## config.mk

```make
export PLATFORM = sky130hd
export DESIGN_NAME = fcull_plane
export DESIGN_NICKNAME = d
export VERILOG_FILES = /design/src/sv/fcull_pkg.sv /design/src/sv/fcull_plane.sv
export SDC_FILE = /design/constraint.sdc
export NUM_CORES = 2
export LEC_CHECK = 0
export ABC_AREA = 1
export BUFFER_PORTS_ARGS = -buffer_cell sky130_fd_sc_hd__buf_2
export CAP_MARGIN = 20
export CELL_PAD_IN_SITES_DETAIL_PLACEMENT = 0
export CELL_PAD_IN_SITES_GLOBAL_PLACEMENT = 1
export CORE_ASPECT_RATIO = 1.75
export CORE_MARGIN = 3
export CORE_UTILIZATION = 40
export CTS_CLUSTER_DIAMETER = 100
export DETAILED_ROUTE_END_ITERATION = 10
export PLACE_DENSITY_LB_ADDON = 0.1
export SLEW_MARGIN = 20
export SYNTH_ARGS = -nofsm -noshare
export SYNTH_HDL_FRONTEND = slang
export SYNTH_SLANG_ARGS = --single-unit
```

## constraint.sdc

```tcl
create_clock -name clock -period 18.6 [get_ports clock]
set_clock_uncertainty 0.05 [all_clocks]
set_input_delay 5.58 -clock clock [delete_from_list [all_inputs] [get_ports clock]]
set_output_delay 5.58 -clock clock [all_outputs]
set_load 0.02 [all_outputs]
```

## src/sv/fcull_pkg.sv

```systemverilog
// Shared types and constants of the frustum cull test block.
package fcull_pkg;

   localparam int COORD_WIDTH_DEF = 16;
   localparam int PLANE_COUNT     = 6;
   localparam int AXIS_COUNT      = 3;
   localparam int COEF_WIDTH      = 16;
   localparam int D_SHIFT         = 14;
   localparam int PLANE_WIDTH     = 4 * COEF_WIDTH;

   localparam int CSR_DATA_WIDTH  = 64;
   localparam int CSR_INDEX_LSB   = 3;
   localparam int CSR_INDEX_WIDTH = 3;
   localparam int CSR_ADDR_WIDTH  = CSR_INDEX_LSB + CSR_INDEX_WIDTH;

   typedef enum logic {
      MODE_BOX   = 1'b0,
      MODE_POINT = 1'b1
   } mode_type;

   typedef enum logic [CSR_INDEX_WIDTH-1:0] {
      PLANE_LEFT   = 3'd0,
      PLANE_RIGHT  = 3'd1,
      PLANE_BOTTOM = 3'd2,
      PLANE_TOP    = 3'd3,
      PLANE_FAR    = 3'd4,
      PLANE_NEAR   = 3'd5
   } plane_idx_type;

   // Per-stage load strobes handed to each plane unit.
   typedef struct packed {
      logic mul;
      logic sel;
      logic sum;
   } stage_en_type;

endpackage

```

## src/sv/fcull_plane.sv

```systemverilog
// Three-stage plane unit: multiply, pick best corner per axis, sum and sign test.
module fcull_plane
   import fcull_pkg::*;
#(
   parameter int COORD_WIDTH = COORD_WIDTH_DEF
) (
   input  logic                          clock,
   input  stage_en_type                  en,
   input  logic [PLANE_WIDTH-1:0]        plane,
   input  mode_type                      mode_s1,
   input  logic signed [COORD_WIDTH-1:0] lo [AXIS_COUNT],
   input  logic signed [COORD_WIDTH-1:0] hi [AXIS_COUNT],
   output logic                          front
);

   localparam int PROD_W = COEF_WIDTH + COORD_WIDTH;
   localparam int BASE_W = (PROD_W > COEF_WIDTH + D_SHIFT) ? PROD_W : COEF_WIDTH + D_SHIFT;
   localparam int SUM_W  = BASE_W + 2;

   logic signed [COEF_WIDTH-1:0] coef [AXIS_COUNT];
   logic signed [COEF_WIDTH-1:0] d_coef;

   logic signed [PROD_W-1:0] prod_lo_ff [AXIS_COUNT];
   logic signed [PROD_W-1:0] prod_lo_in [AXIS_COUNT];
   logic signed [PROD_W-1:0] prod_hi_ff [AXIS_COUNT];
   logic signed [PROD_W-1:0] prod_hi_in [AXIS_COUNT];
   logic signed [PROD_W-1:0] term_ff    [AXIS_COUNT];
   logic signed [PROD_W-1:0] term_in    [AXIS_COUNT];
   logic signed [SUM_W-1:0]  d_term;
   logic signed [SUM_W-1:0]  sum_in;
   logic                     front_ff;
   logic                     front_in;

   always_comb begin
      for (int k = 0; k < AXIS_COUNT; k++) begin
         coef[k] = plane[k*COEF_WIDTH +: COEF_WIDTH];
      end
      d_coef = plane[AXIS_COUNT*COEF_WIDTH +: COEF_WIDTH];
   end

   // Stage 1: one product per axis and bound.
   always_comb begin
      for (int k = 0; k < AXIS_COUNT; k++) begin
         prod_lo_in[k] = coef[k] * lo[k];
         prod_hi_in[k] = coef[k] * hi[k];
      end
   end

   // Stage 2: box mode keeps each axis term at its largest; point mode takes lo.
   always_comb begin
      for (int k = 0; k < AXIS_COUNT; k++) begin
         if (mode_s1 == MODE_POINT || prod_lo_ff[k] > prod_hi_ff[k]) begin
            term_in[k] = prod_lo_ff[k];
         end else begin
            term_in[k] = prod_hi_ff[k];
         end
      end
   end

   // Stage 3: strictly positive distance means in front.
   assign d_term   = SUM_W'(d_coef) <<< D_SHIFT;
   assign sum_in   = SUM_W'(term_ff[0]) + SUM_W'(term_ff[1]) + SUM_W'(term_ff[2]) + d_term;
   assign front_in = !sum_in[SUM_W-1] && (sum_in != '0);

   always_ff @(posedge clock) begin
      if (en.mul) begin
         prod_lo_ff <= prod_lo_in;
         prod_hi_ff <= prod_hi_in;
      end
      if (en.sel) begin
         term_ff <= term_in;
      end
      if (en.sum) begin
         front_ff <= front_in;
      end
   end

   assign front = front_ff;

endmodule

```

==> results.toml <==
[synthesis]
synth_seq_area_share_pct = 11.23
synth_nets = 11685
synth-main-ff-cell = "edfxtp_1"
synth_area_sq_mm = 0.07730
async_flop_share_pct = 0
yosysWarnings = 0
synth.distinct_cells = 55
synth_enable_flop_cells = 289
syn_area_per_cell_sq_um = 8.344
ys_ff_latch = 289
synth_cells = 9264

[grt]
grt_pass1_wl_microns = 363900
grt_max_degree = 71
grt_pass1_vias = 63664
grt_usage_pct = 23.75
grt_remaining_overflow = 0
grt_antenna_before_repair = 17

[floorplan]
rows = 212
die_area_sq_mm = 0.1988
ios = 166
core_sq_mm = 0.1912
die_w_microns = 338.3
die_height_microns = 587.5
start_util_pct = 40.42

[clocking]
clockBufferDepth = 3
insertion_delay_ps = 590
cts_buffers = 34
cts_resized = 0
h-tree-depth = 2
cts-root-buf = "clkbuf_16"
cts_tree = "yes"
clkTransAtPathRegs_ps = 60
ctsHoldBuffers = 0
postCtsSetupRepairBufs = 0
cts_sinks = 289

[final_layout]
layout_commonest_cell = "inv_1"
nFillCells = 19583
drive_above_1_share_pct = 3.671
utilization_pct = 42.49
mostFrequentLayoutCells = "inv_1 (2809), nand2_1 (2239), fa_1 (1624), ha_1 (632), edfxtp_1 (289)"
stdcell_area_sq_mm = 0.08127
final_nets = 11553
area_growth_syn_to_layout_pct = 5.138

[hold_path]
hp-class = "reg2reg"
min_path_cells = 2

[timing]
setup_viol = 0
rsz0062_at_grt = "no"
hold_viol_final = 0
min_period_ps = 11470
fmax_mhz = 87.17
finalCritPeriodShare_pct = 61.67
maxSlewViolCount = 0
tns_ps = 0
whs_ps = 507.0
slew_headroom_pct = 32.19
max_slew.worst_pin.slew_ps = 1017

[placed_design]
dp_hpwl_microns = 194100
placed_area_sq_mm = 0.08013
gp_congestion = 0.8844
portBuffers = 165

[drt]
drtIter0Drc = 2529
drc = 0
drt-total-wl_microns = 230000
ant_nets = 0
post_drt_wl_per_cell_microns = 19.61
vias_per_cell = 4.809
firstDrtPassIters = 8
dr_total_vias = 56418

[flow_run]
max_cap_violations = 0

[critical_path]
reg2reg_depth = 18
end_kind = "flop"
crit_path_start_kind = "input port"
cp.arrival_ps = 11750
cp_data_required_time_ps = 18880
critPathKind = "in2reg"
critPathMaxFanout = 32

[status]
status = "complete, no violations"
-- cells by family after synthesis --
kind of cell	after synthesis	synth area share, %
compound gates	491	3.801
buf+inv	3171	15.47
xor+xnor	233	2.640
fa+ha+maj	2256	52.29
simple gates	2824	14.57
flops	289	11.23
-- cell type report --
class / instances / area [sq um] / area share, %
timing repair buffer: 190 / 1025 / 1.261
clock buffer: 40 / 873.3 / 1.075
sequential: 289 / 8678 / 10.68
inverter: 2813 / 10560 / 12.99
multi-input combinational: 5804 / 56660 / 69.72
clock inverter: 18 / 236.5 / 0.2910
antenna: 9 / 22.52 / 0.02771
tap: 2568 / 3213 / 3.954
-- registers in the layout, summed over array words and instances, names as in the netlist --
| register | flops |
|---|---|
| front | 1 |
| prod_lo_ff | 96 |
| prod_hi_ff | 96 |
| term_ff | 96 |
-- per-stage QoR --
| step | setup WS [ps] | cells |
|---|---|---|
| 6_report | 7129 | 11731 |
| 2_1_floorplan | 7462 | 9264 |
| 3_3_place_gp | 6484 | 11664 |
| 3_5_place_dp | 6508 | 11664 |
| 5_1_grt | 6715 | 11726 |
| 4_1_cts | 7140 | 11722 |
-- cell usage after synthesis (9+ instances only) --
cell	number	share of area, %
o211ai_1	15	0.15
nand2_2	17	0.14
nor2_1	251	1.2
o21a_1	18	0.17
fa_1	1624	42
buf_2	9	0.058
xnor2_1	96	1.1
nand3_1	194	1.3
a21oi_2	12	0.14
nand2_1	2239	11
nand4_1	39	0.32
xor2_1	137	1.6
edfxtp_1	289	11
a21oi_1	237	1.5
a31oi_1	18	0.15
inv_1	2809	14
a21o_1	27	0.26
o21ai_1	9	0.058
nand3_2	10	0.13
nor3_1	22	0.14
o21ai_0	92	0.60
ha_1	632	10
nor2_2	20	0.16
nor4_1	12	0.097
clkbuf_1	332	1.6
o21bai_1	13	0.13
-- path summary, 6_finish.rpt --
path                  start              to  slack (ps)
min          prod_hi_ff[70]     term_ff[70]         510
max               plane[47]  prod_lo_ff[31]        7130
max reg2reg      term_ff[2]           front       14350
min reg2reg  prod_hi_ff[70]     term_ff[70]         510
-- metal layers --
layer / global-route usage [%] / vias to the layer above / share of wire (%)
met1: 25.04 / 28805 / 35
met5: 0 / - / 0.022
met3: 1.470 / 361 / 2.4
li1: - / 26318 / -
met2: 48.00 / 926 / 58
met4: 9.867 / 8 / 4.9
-- worst max-delay path, cell delays in order --
cell,delay (ps)
buf_2,560
nand2_1,210
inv_1,170
fa_1,550
fa_1,910
fa_1,530
fa_1,510
fa_1,500
inv_1,50
fa_1,480
inv_1,40
ha_1,360
a21oi_1,250
inv_1,60
a31oi_1,210
o21ai_0,230
a311oi_1,260
nand2_1,100
xor2_1,150
Power is not shown: default switching activity piles up to over one toggle a cycle in this logic, so the estimate is an artifact.
